==> src/rtl/priority_queue_remove_max_assert.svh <==
// ----------------------------------------------------------------------------
// priority_queue_remove_max assertion macros
// Short forms for the concurrent checks at the end of the top level.
// ----------------------------------------------------------------------------
`ifndef PRIORITY_QUEUE_REMOVE_MAX_ASSERT_SVH
`define PRIORITY_QUEUE_REMOVE_MAX_ASSERT_SVH

// same-cycle implication, clocked on clk, off while rst_n is low
`define PQRM_ASSERT_NOW(label, ante, cons, msg) \
    label: assert property (@(posedge clk) disable iff (!rst_n) (ante) |-> (cons)) \
        else $error(msg);

// next-cycle implication, clocked on clk, off while rst_n is low
`define PQRM_ASSERT_NEXT(label, ante, cons, msg) \
    label: assert property (@(posedge clk) disable iff (!rst_n) (ante) |=> (cons)) \
        else $error(msg);

`endif

==> src/rtl/pqrm_pkg.sv <==
// ----------------------------------------------------------------------------
// pqrm_pkg
// Shared types and codes of the priority queue with removal of the maximum.
// ----------------------------------------------------------------------------
package pqrm_pkg;

    localparam int DEPTH_DEF = 16;

    localparam int TAG_W  = 16;
    localparam int AGE_W  = 7;
    localparam int PRIO_W = 8;

    typedef struct packed {
        logic [TAG_W-1:0]  tag;
        logic [AGE_W-1:0]  age;
        logic [PRIO_W-1:0] prio;
    } entry_t;

    typedef logic [1:0] status_t;

    localparam status_t STATUS_ENQ   = 2'd0;
    localparam status_t STATUS_DEQ   = 2'd1;
    localparam status_t STATUS_EMPTY = 2'd2;
    localparam status_t STATUS_FULL  = 2'd3;

    localparam logic OP_ENQ = 1'b0;
    localparam logic OP_DEQ = 1'b1;

endpackage

==> src/rtl/pqrm_ram.sv <==
// ----------------------------------------------------------------------------
// pqrm_ram
// Entry store: one write port, one read port with registered read data.
// ----------------------------------------------------------------------------
module pqrm_ram #(
    parameter int DEPTH = pqrm_pkg::DEPTH_DEF
) (
    input  logic                                     clk,
    input  logic                                     wr_en,
    input  logic [((DEPTH > 1) ? $clog2(DEPTH) : 1)-1:0] wr_addr,
    input  pqrm_pkg::entry_t                         wr_data,
    input  logic                                     rd_en,
    input  logic [((DEPTH > 1) ? $clog2(DEPTH) : 1)-1:0] rd_addr,
    output pqrm_pkg::entry_t                         rd_data
);

    pqrm_pkg::entry_t mem [DEPTH];

    always_ff @(posedge clk)
    begin
        if (wr_en)
        begin
            mem[wr_addr] <= wr_data;
        end
    end

    always_ff @(posedge clk)
    begin
        if (rd_en)
        begin
            rd_data <= mem[rd_addr];
        end
    end

endmodule

==> src/rtl/priority_queue_remove_max.sv <==
// Enqueue, and dequeue of an empty queue: result strobed in the cycle after the word is taken.
// Dequeue reads the entry store one word per cycle, first for the scan over every entry and
// then for the shift of the entries above the winner that closes the gap.
// busy is low again in the cycle the result is strobed, so the next word may start then.
// Reset empties the queue at once; entry contents are left as they are.
// ----------------------------------------------------------------------------
// priority_queue_remove_max
// Bounded priority queue in arrival order; removal scans for the highest
// priority (earliest wins ties) and shifts the later entries down.
// ----------------------------------------------------------------------------
`include "priority_queue_remove_max_assert.svh"

module priority_queue_remove_max #(
    parameter int DEPTH = pqrm_pkg::DEPTH_DEF
) (
    input  logic                          clk,
    input  logic                          rst_n,
    input  logic                          start,
    output logic                          busy,
    input  logic                          func,
    input  logic [pqrm_pkg::TAG_W-1:0]    tag,
    input  logic [pqrm_pkg::AGE_W-1:0]    age,
    input  logic [pqrm_pkg::PRIO_W-1:0]   prio,
    output logic                          done,
    output logic [1:0]                    status,
    output logic [pqrm_pkg::TAG_W-1:0]    out_tag,
    output logic [pqrm_pkg::AGE_W-1:0]    out_age,
    output logic [pqrm_pkg::PRIO_W-1:0]   out_prio
);

    localparam int IDX_W = (DEPTH > 1) ? $clog2(DEPTH) : 1;
    localparam int CNT_W = $clog2(DEPTH + 1);

    localparam logic [1:0] S_IDLE  = 2'd0;
    localparam logic [1:0] S_SCAN  = 2'd1;
    localparam logic [1:0] S_SHIFT = 2'd2;

    logic [1:0]             state_reg, state_next;
    logic [CNT_W-1:0]       count_reg, count_next;
    logic [CNT_W-1:0]       ptr_reg, ptr_next;
    logic                   rd_valid_reg, rd_valid_next;
    logic [IDX_W-1:0]       rd_idx_reg, rd_idx_next;
    logic [IDX_W-1:0]       best_idx_reg, best_idx_next;
    pqrm_pkg::entry_t       best_reg, best_next;
    logic                   done_reg, done_next;
    pqrm_pkg::status_t      status_reg, status_next;
    pqrm_pkg::entry_t       result_reg, result_next;

    logic                   wr_en;
    logic [IDX_W-1:0]       wr_addr;
    pqrm_pkg::entry_t       wr_data;
    logic                   rd_en;
    logic [IDX_W-1:0]       rd_addr;
    pqrm_pkg::entry_t       rd_data;

    logic [CNT_W-1:0]       count_m1;
    logic [IDX_W-1:0]       last_idx;
    logic                   take;
    logic [IDX_W-1:0]       cand_idx;
    logic                   accept;
    pqrm_pkg::entry_t       in_entry;
    logic                   enq_go;
    logic                   deq_go;

    pqrm_ram #(
        .DEPTH (DEPTH)
    ) u_ram (
        .clk     (clk),
        .wr_en   (wr_en),
        .wr_addr (wr_addr),
        .wr_data (wr_data),
        .rd_en   (rd_en),
        .rd_addr (rd_addr),
        .rd_data (rd_data)
    );

    assign accept   = start && !busy;
    assign count_m1 = count_reg - 1'b1;
    assign last_idx = count_m1[IDX_W-1:0];
    assign in_entry = '{tag: tag, age: age, prio: prio};

    // first word of the scan seeds the best; strictly greater keeps the earliest on ties
    assign take     = (rd_idx_reg == '0) || (rd_data.prio > best_reg.prio);
    assign cand_idx = take ? rd_idx_reg : best_idx_reg;

    always_comb
    begin
        state_next    = state_reg;
        count_next    = count_reg;
        ptr_next      = ptr_reg;
        rd_valid_next = 1'b0;
        rd_idx_next   = rd_idx_reg;
        best_idx_next = best_idx_reg;
        best_next     = best_reg;
        done_next     = 1'b0;
        status_next   = status_reg;
        result_next   = result_reg;
        wr_en         = 1'b0;
        wr_addr       = count_reg[IDX_W-1:0];
        wr_data       = in_entry;
        rd_en         = 1'b0;
        rd_addr       = ptr_reg[IDX_W-1:0];

        case (state_reg)
            S_IDLE:
            begin
                if (accept)
                begin
                    done_next   = 1'b1;
                    result_next = '0;
                    if (func == pqrm_pkg::OP_ENQ)
                    begin
                        if (count_reg == CNT_W'(DEPTH))
                        begin
                            status_next = pqrm_pkg::STATUS_FULL;
                        end
                        else
                        begin
                            wr_en       = 1'b1;
                            count_next  = count_reg + 1'b1;
                            status_next = pqrm_pkg::STATUS_ENQ;
                        end
                    end
                    else if (count_reg == '0)
                    begin
                        status_next = pqrm_pkg::STATUS_EMPTY;
                    end
                    else
                    begin
                        done_next  = 1'b0;
                        ptr_next   = '0;
                        state_next = S_SCAN;
                    end
                end
            end

            S_SCAN:
            begin
                if (ptr_reg < count_reg)
                begin
                    rd_en         = 1'b1;
                    rd_valid_next = 1'b1;
                    rd_idx_next   = ptr_reg[IDX_W-1:0];
                    ptr_next      = ptr_reg + 1'b1;
                end
                if (rd_valid_reg)
                begin
                    if (take)
                    begin
                        best_next     = rd_data;
                        best_idx_next = rd_idx_reg;
                    end
                    if (rd_idx_reg == last_idx)
                    begin
                        // shift starts with the slot just above the winner
                        ptr_next   = CNT_W'(cand_idx) + 1'b1;
                        state_next = S_SHIFT;
                    end
                end
            end

            S_SHIFT:
            begin
                if (ptr_reg < count_reg)
                begin
                    rd_en         = 1'b1;
                    rd_valid_next = 1'b1;
                    rd_idx_next   = ptr_reg[IDX_W-1:0];
                    ptr_next      = ptr_reg + 1'b1;
                end
                if (rd_valid_reg)
                begin
                    // move each later word down one slot
                    wr_en   = 1'b1;
                    wr_addr = rd_idx_reg - 1'b1;
                    wr_data = rd_data;
                end
                if ((rd_valid_reg && (rd_idx_reg == last_idx)) ||
                    (!rd_valid_reg && (ptr_reg >= count_reg)))
                begin
                    count_next  = count_m1;
                    done_next   = 1'b1;
                    status_next = pqrm_pkg::STATUS_DEQ;
                    result_next = best_reg;
                    state_next  = S_IDLE;
                end
            end

            default:
            begin
                state_next = S_IDLE;
            end
        endcase
    end

    always_ff @(posedge clk or negedge rst_n)
    begin
        if (!rst_n)
        begin
            state_reg    <= S_IDLE;
            count_reg    <= '0;
            ptr_reg      <= '0;
            rd_valid_reg <= 1'b0;
            done_reg     <= 1'b0;
        end
        else
        begin
            state_reg    <= state_next;
            count_reg    <= count_next;
            ptr_reg      <= ptr_next;
            rd_valid_reg <= rd_valid_next;
            done_reg     <= done_next;
        end
    end

    always_ff @(posedge clk)
    begin
        rd_idx_reg   <= rd_idx_next;
        best_idx_reg <= best_idx_next;
        best_reg     <= best_next;
        status_reg   <= status_next;
        result_reg   <= result_next;
    end

    assign busy     = (state_reg != S_IDLE);
    assign done     = done_reg;
    assign status   = status_reg;
    assign out_tag  = result_reg.tag;
    assign out_age  = result_reg.age;
    assign out_prio = result_reg.prio;

    assign enq_go = accept && (func == pqrm_pkg::OP_ENQ) && (count_reg != CNT_W'(DEPTH));
    assign deq_go = accept && (func == pqrm_pkg::OP_DEQ) && (count_reg != '0);

    `PQRM_ASSERT_NOW(a_count_bound, 1'b1, count_reg <= CNT_W'(DEPTH), "fill count beyond depth")
    `PQRM_ASSERT_NOW(a_done_idle, done, !busy, "result strobed while still busy")
    `PQRM_ASSERT_NEXT(a_deq_busy, deq_go, busy, "dequeue did not start")
    `PQRM_ASSERT_NEXT(a_enq_count, enq_go, count_reg == $past(count_reg) + 1'b1, "fill not raised")

endmodule
==> config.mk <==
export PLATFORM = sky130hd
export DESIGN_NAME = priority_queue_remove_max
export DESIGN_NICKNAME = d
export VERILOG_FILES = /design/src/rtl/pqrm_pkg.sv /design/src/rtl/pqrm_ram.sv /design/src/rtl/priority_queue_remove_max.sv
export VERILOG_INCLUDE_DIRS = /design/src /design/src/rtl
export SDC_FILE = /design/constraint.sdc
export NUM_CORES = 1
export LEC_CHECK = 0
export BUFFER_PORTS_ARGS = -buffer_cell sky130_fd_sc_hd__buf_2
export CAP_MARGIN = 25
export CORE_ASPECT_RATIO = 2
export CORE_MARGIN = 2
export CORE_UTILIZATION = 58
export CTS_CLUSTER_DIAMETER = 120
export DETAILED_ROUTE_END_ITERATION = 12
export GPL_TIMING_DRIVEN = 0
export MAX_ROUTING_LAYER = met4
export PLACE_DENSITY = 0.82
export SLEW_MARGIN = 10
export SYNTH_ARGS = -nofsm -noshare
export SYNTH_HDL_FRONTEND = slang
export SYNTH_HIERARCHICAL = 1
export SYNTH_SLANG_ARGS = --single-unit
==> constraint.sdc <==
create_clock -name clk -period 5.7 [get_ports clk]
set_clock_uncertainty 0.1 [all_clocks]
set_input_delay 1.14 -clock clk [delete_from_list [all_inputs] [get_ports clk]]
set_output_delay 1.14 -clock clk [all_outputs]
set_load 0.01 [all_outputs]
==> qor.txt, run 1 <==
Reg2Reg Depth - 11
nets@finish - 1390
reg2reg end - u_ram/mem[12][11]
area delta synth->final - 14.23%
final setup vio count - 0
core area - 40990 sq um
Syn Std Cell Area - 24100 sq um
Netlist cell types - 57
post-DR vias/cell - 6.626
maxcap violations - 0
cell taking the most area after synthesis - edfxtp_1
number of flops mapped to enable cells by yosys - 599
Initial DRC Count - 1385
vias in the first global route - 13136
Worst Tran Pin Value - 0.9742 ns
largest net degree at the start of global routing - 22
via count - 12636
Longest Clk Path Bufs - 3
post-route design area - 27530 sq um
Starting Density - 58.79%
Post-route DRC - 0
1st-pass router iterations - 5
pre-CTS WS - 1.447 ns
ANT cells - 0
die area - 43290 sq um
max-slew violation total from the final report - 0
CP Capture Type - register
Seq/Total Area, Yosys - 76.10%
clock transition at the registers of the reported paths - 0.07 ns
Filler Cells Inserted - 2485
Die Span X - 148.1 microns
top post-synthesis cells by area - edfxtp_1, mux4_2, a22oi_1
Die H - 292.3 microns
post-route worst setup slack - 1.239 ns
post-DR wirelength/cell - 30.68 microns
hold slack - 0.3525 ns
Syn Nets - 1235
highest ir drop seen on vdd - 273.6 uV
placed inst area - 25770 sq um
most numerous cell in the Yosys netlist - edfxtp_1
initial antenna violation count - 0
final wirelength - 58500 microns
post_cts resized - 0
RSZ-0062 raised after global routing - no
fin crit share - 78.26%
CTS buffer count - 49
GR Util All Layers - 28.46%
Synth top area share - 74.65%
layout cell share with drive strength beyond 1 - 28.79%
Post-CTS Hold Fix Bufs - 0
I/O Pins - 70
WP data arrival - 4.64 ns
PortBufs - 69
kind of start point of the critical path - register
clk sink count - 613
H-tree depth - 2
Final Hold Viols - 0
Largest register FFs - 496
critical path required time - 5.88 ns
TritonCTS clock tree - yes
reg-to-reg startpoint - state_reg[0]
Worst Hold Class - input pin to asynchronous set/reset pin
Lkg Pwr - 9.067 nW
Core Util, Final - 67.15%
fmax - 224.2 MHz
cells after synthesis - 1176
Yosys reg bits - 613
Top FF cell, synth - edfxtp_1
PD cells - 315.4 nW/um^2
dpl hpwl - 35790 microns
flop2flop setup slack - 1.24 ns
outcome - complete, no violations
first-pass GRT wire length - 85680 microns
Row Count - 105
Post-DRT Antenna Nets - 0
WS Path Type - register to register
routability congestion estimate - 0.8843
worst relative slew slack - 34.90%
commonest cells in the synthesized netlist - edfxtp_1, mux4_2, a22oi_1, nand2_1, and2_1
fraction of registers with async set/reset - 2.284%
Crit Path Max Fanout - 10
postcts setup bufs - 0
Clk Latency, worst-skew pair - 0.58 ns
min Tclk post-route - 4.461 ns
total gr overflow - 0
Ys Warns - 6
clk root buf - clkbuf_16
Syn Area/Cell - 20.49 sq um
report_power, final:
part | switching (mW) | internal (mW)
logic | 0.0575 | 0.0175
clock network | 1.58 | 2.10
registers | 0 | 4.93
total | 1.64 | 7.04
cell families after synthesis:
family	Yosys count	synth area share [%]
and+or+nand+nor	162	3.432
adders and majority gates	24	1.246
AOI/OAI and AO/OA	120	3.521
xor gates and xnor gates	13	0.5296
DFF	613	76.10
muxes	160	13.26
buffers and inverters	84	1.911
cells in the final DEF, fill, tap and decap left out, drive strengths merged, types with 2 or more instances in the layout:
| cell type | netlist | final |
|---|---|---|
| edfxtp | 599 | 599 |
| buf | 29 | 131 |
| mux4 | 124 | 124 |
| clkbuf | 26 | 84 |
| a22oi | 62 | 62 |
| nand2 | 50 | 50 |
| and2 | 36 | 36 |
| mux2 | 33 | 33 |
| inv | 28 | 30 |
| nor2 | 30 | 30 |
| ha | 24 | 24 |
| clkinv | 0 | 19 |
| a21oi | 17 | 17 |
| dfrtp | 14 | 14 |
| o21ai | 11 | 11 |
| bufinv | 0 | 10 |
| nor3 | 9 | 9 |
| xnor2 | 8 | 8 |
| nand3 | 8 | 8 |
| a221oi | 6 | 6 |
| nor2b | 6 | 6 |
| a31oi | 5 | 5 |
| clkinvlp | 0 | 5 |
| nand4 | 5 | 5 |
| xor2 | 4 | 4 |
| and3 | 4 | 4 |
| a21o | 3 | 3 |
| o31ai | 3 | 3 |
| mux2i | 3 | 3 |
| o211ai | 2 | 2 |
| or2 | 2 | 2 |
| o22ai | 2 | 2 |
| nor4 | 2 | 2 |
| nand3b | 2 | 2 |
| nand2b | 2 | 2 |
per-stage QoR:
stage / power (mW) / std cells / setup TNS (ns)
5_1_grt: 8.869 / 1907 / 0
4_1_cts: 8.717 / 1905 / 0
3_3_place_gp: 5.091 / 1780 / -221.73
2_1_floorplan: 5.061 / 1176 / 0
6_report: 8.680 / 1907 / 0
3_5_place_dp: 5.098 / 1813 / 0
cell type report:
class / count / area, sq um / share of cell area [%]
Inverter: 28 / 105.1 / 0.3818
Tap cell: 535 / 669.4 / 2.432
Sequential cell: 613 / 18340 / 66.62
Multi-Input combinational cell: 479 / 5434 / 19.74
Buffer: 56 / 355.3 / 1.291
Timing Repair Buffer: 104 / 879.6 / 3.196
Clock buffer: 56 / 1295 / 4.705
Clock inverter: 36 / 449.2 / 1.632
critical path, cell delays in order (launching register included):
cell     delay [ns]
dfrtp_1        0.39
inv_1          0.10
ha_1           0.27
nand2_1        0.37
buf_1          0.71
nor2_1         0.12
a21oi_1        0.34
nand3_1        0.42
nor3_2         0.73
buf_8          0.25
buf_6          0.18
buf_4          0.18
layer usage:
layer | vias to the layer above | global-route usage [%] | part of all wire (%)
met2 | 846 | 47.57 | 53
met5 | - | - | 0
met1 | 6432 | 33.39 | 33
li1 | 5122 | - | -
met3 | 236 | 4.315 | 8.1
met4 | 0 | 15.17 | 5.9
worst max-delay path by stage:
stage,from,endpoint,slack [ns],cells after the start
floorplan,func,u_ram/mem[0][0],1.12,5
global placement,state_reg[0],u_ram/mem[0][11],-1.80,8
detailed placement,state_reg[0],u_ram/mem[11][9],1.45,8
CTS,state_reg[0],u_ram/mem[9][15],1.34,8
global route,state_reg[0],u_ram/mem[12][11],1.16,11
finish,state_reg[0],u_ram/mem[12][11],1.24,11
No activity file was read; power rests on OpenSTA's default activity.
==> run 2: changes to the inputs <==
==> constraint.sdc (replaced) <==
create_clock -name clk -period 4.3 [get_ports clk]
set_clock_uncertainty 0.1 [all_clocks]
set_input_delay 0.86 -clock clk [delete_from_list [all_inputs] [get_ports clk]]
set_output_delay 0.86 -clock clk [all_outputs]
set_load 0.01 [all_outputs]
==> run 2 against run 1 <==
  * Total power grew 28%
  * Via count rose by 1.2%
  * Flip-flop and latch count is the same
  * Non-clock buffer count fell by 2
  * Count of clock-buffer cells in the layout fell by 2
  * Utilization is 0.28 points lower
  * Final cell count is 0.47% lower
  * Clock power increased by 22%
  * Sequential power increased by 32%
  * Critical path depth fell by 1
  * First-iteration DRC count increased by 25%
  * Design area decreased by 0.42%
==> qor.txt, run 2 (synthesis gave the netlist of run 1 again) <==
WS Path Type - register to register
worst setup path startpoint - state_reg[0]
highest-count cells in the layout ignoring fill and taps - edfxtp_1, mux4_2, buf_2, a22oi_1, nand2_1
PortBufs - 69 (unchanged)
first-pass GRT wire length - 86970 microns (+1.5%)
final cell count without fillers - 1898 (-0.47%)
Crit Path Max Fanout - 10 (unchanged)
Reg2Reg Depth - 10 (-1)
DP Cell Count - 1813 (unchanged)
GR Util All Layers - 29.03% (+0.57 points)
RSZ-0062 raised after global routing - yes
Worst Hold Class - input pin to asynchronous set/reset pin
1st-pass router iterations - 5 (unchanged)
ANT cells - 0 (unchanged)
dpl hpwl - 36970 microns (+3.3%)
fmax - 233.1 MHz (+4.0%)
final setup vio count - 0 (unchanged)
vias in the first global route - 13451 (+2.4%)
end point of the critical path - u_ram/mem[4][12]
flop2flop setup slack - 0.009 ns (-1.23 ns)
Lkg Pwr - 8.994 nW (-0.80%)
commonest non-fill, non-tap cell in the layout - edfxtp_1
layout cell share with drive strength beyond 1 - 28.39% (-0.40 points)
reg2reg end - u_ram/mem[4][12]
Post-route DRC - 0 (unchanged)
clk sink count - 613 (unchanged)
Initial DRC Count - 1731 (+25%)
post-route design area - 27410 sq um (-0.42%)
Largest register FFs - 496 (unchanged)
fin crit share - 99.78% (+22 points)
Die Span X - 148.1 microns (unchanged)
I/O Pins - 70 (unchanged)
post-route worst setup slack - 0.009327 ns (-1.230 ns)
Starting Density - 58.79% (unchanged)
Longest Clk Path Bufs - 3 (unchanged)
post-DR vias/cell - 6.737 (+1.7%)
post-DR wirelength/cell - 31.55 microns (+2.9%)
placed inst area - 25850 sq um (+0.30%)
die area - 43290 sq um (unchanged)
total gr overflow - 0 (unchanged)
worst relative slew slack - 25.96% (-8.9 points)
CP Capture Type - register
kind of start point of the critical path - register
Die H - 292.3 microns (unchanged)
clock transition at the registers of the reported paths - 0.07 ns (about the same)
max-slew violation total from the final report - 0 (unchanged)
PD cells - 405.8 nW/um^2 (+29%)
min Tclk post-route - 4.291 ns (-0.1702 ns)
CTS buffer count - 47 (-4.1%)
pre-CTS WS - -0.1672 ns (-1.614 ns)
highest ir drop seen on vdd - 348.1 uV (+27%)
hold slack - 0.09722 ns (-0.2553 ns)
Post-DRT Antenna Nets - 0 (unchanged)
Filler Cells Inserted - 2517 (+1.3%)
reg-to-reg startpoint - state_reg[0]
initial antenna violation count - 1 (+1)
final wirelength - 59890 microns (+2.4%)
critical path required time - 4.46 ns (-1.42 ns)
routability congestion estimate - 0.8599 (-2.8%)
area delta synth->final - 13.75%
TritonCTS clock tree - yes
Final Hold Viols - 0 (unchanged)
maxcap violations - 0 (unchanged)
Worst Tran Pin Value - 1.111 ns (+0.1364 ns)
setup_tns - 0 ns (unchanged)
via count - 12787 (+1.2%)
clk root buf - clkbuf_16
Row Count - 105 (unchanged)
Clk Latency, worst-skew pair - 0.57 ns (about the same)
nets@finish - 1386 (-0.29%)
H-tree depth - 2 (unchanged)
core area - 40990 sq um (unchanged)
outcome - complete, no violations
largest net degree at the start of global routing - 21 (-4.5%)
Post-CTS Hold Fix Bufs - 0 (unchanged)
WP data arrival - 4.45 ns (-0.19 ns)
[run 2: cell count changes in the layout (fill, tap and decap cells not counted), sizes merged]
cell,delta
clkbuf,-4
bufinv,-3
clkinvlp,-1
inv,-1
[run 2: final cells by class]
cell class	count	area [sq um]	share of cell area, %
plain buffers	56	355.3	1.296
clock inverters	31	357.8	1.306
clock buffers	54	1202	4.387
repair buffers	102	940.9	3.433
well taps	535	669.4	2.442
flip-flops and latches	613	18340	66.90
inverters	28	105.1	0.3835
multi-input cells	479	5440	19.85
[run 2: power by group]
group          switching [mW]  internal, mW
sequential                  0          6.53
combinational          0.0776        0.0231
clock                    2.05          2.45
total                    2.12          9.00
[run 2: critical path: stages, from the launching register on]
cell      delay, ns
dfrtp_1        0.39
inv_1          0.09
ha_1           0.27
nand2_1        0.35
buf_1          0.66
nor2_1         0.15
a21oi_1        0.30
nand3b_1       0.36
nor3_2         0.75
buf_4          0.35
buf_6          0.20
[run 2: repair_timing]
| action | in CTS | in global routing |
|---|---|---|
| cloned | 0 | 0 |
| buffers inserted | 0 | 0 |
| gates resized for setup | 2 | 0 |
| endpoints found under the setup margin | 250 | 9 |
[run 2: worst min-delay path by stage]
stage                     slack (ns)  cells after the start         startpoint            to
final                            0.1                      1              rst_n    ptr_reg[0]
after global routing            0.13                      1              rst_n  state_reg[0]
after CTS                       0.09                      1              rst_n    ptr_reg[0]
after detailed placement        0.33                      0  u_ram/rd_data[28]  best_reg[28]
after global placement          0.33                      0  u_ram/rd_data[25]  best_reg[25]
after floorplan                 0.32                      0  u_ram/rd_data[10]  best_reg[10]
[run 2: per-stage QoR]
stage / total power, mW / util [%]
detailed placement: 6.758 / 63.06
global route: 11.37 / 66.87
floorplan: 6.709 / -
global placement: 6.748 / 61.27
finish: 11.12 / 66.87
CTS: 11.16 / 66.87
[run 2: routing by layer]
metal	routed length (microns)	global-route usage, %	share of wire, %	vias to the layer above
met5	0	-	0	-
met2	32110	49.45	54	961
met3	5126	4.268	8.6	237
li1	-	-	-	5105
met4	3871	16.52	6.5	0
met1	18790	32.70	31	6484
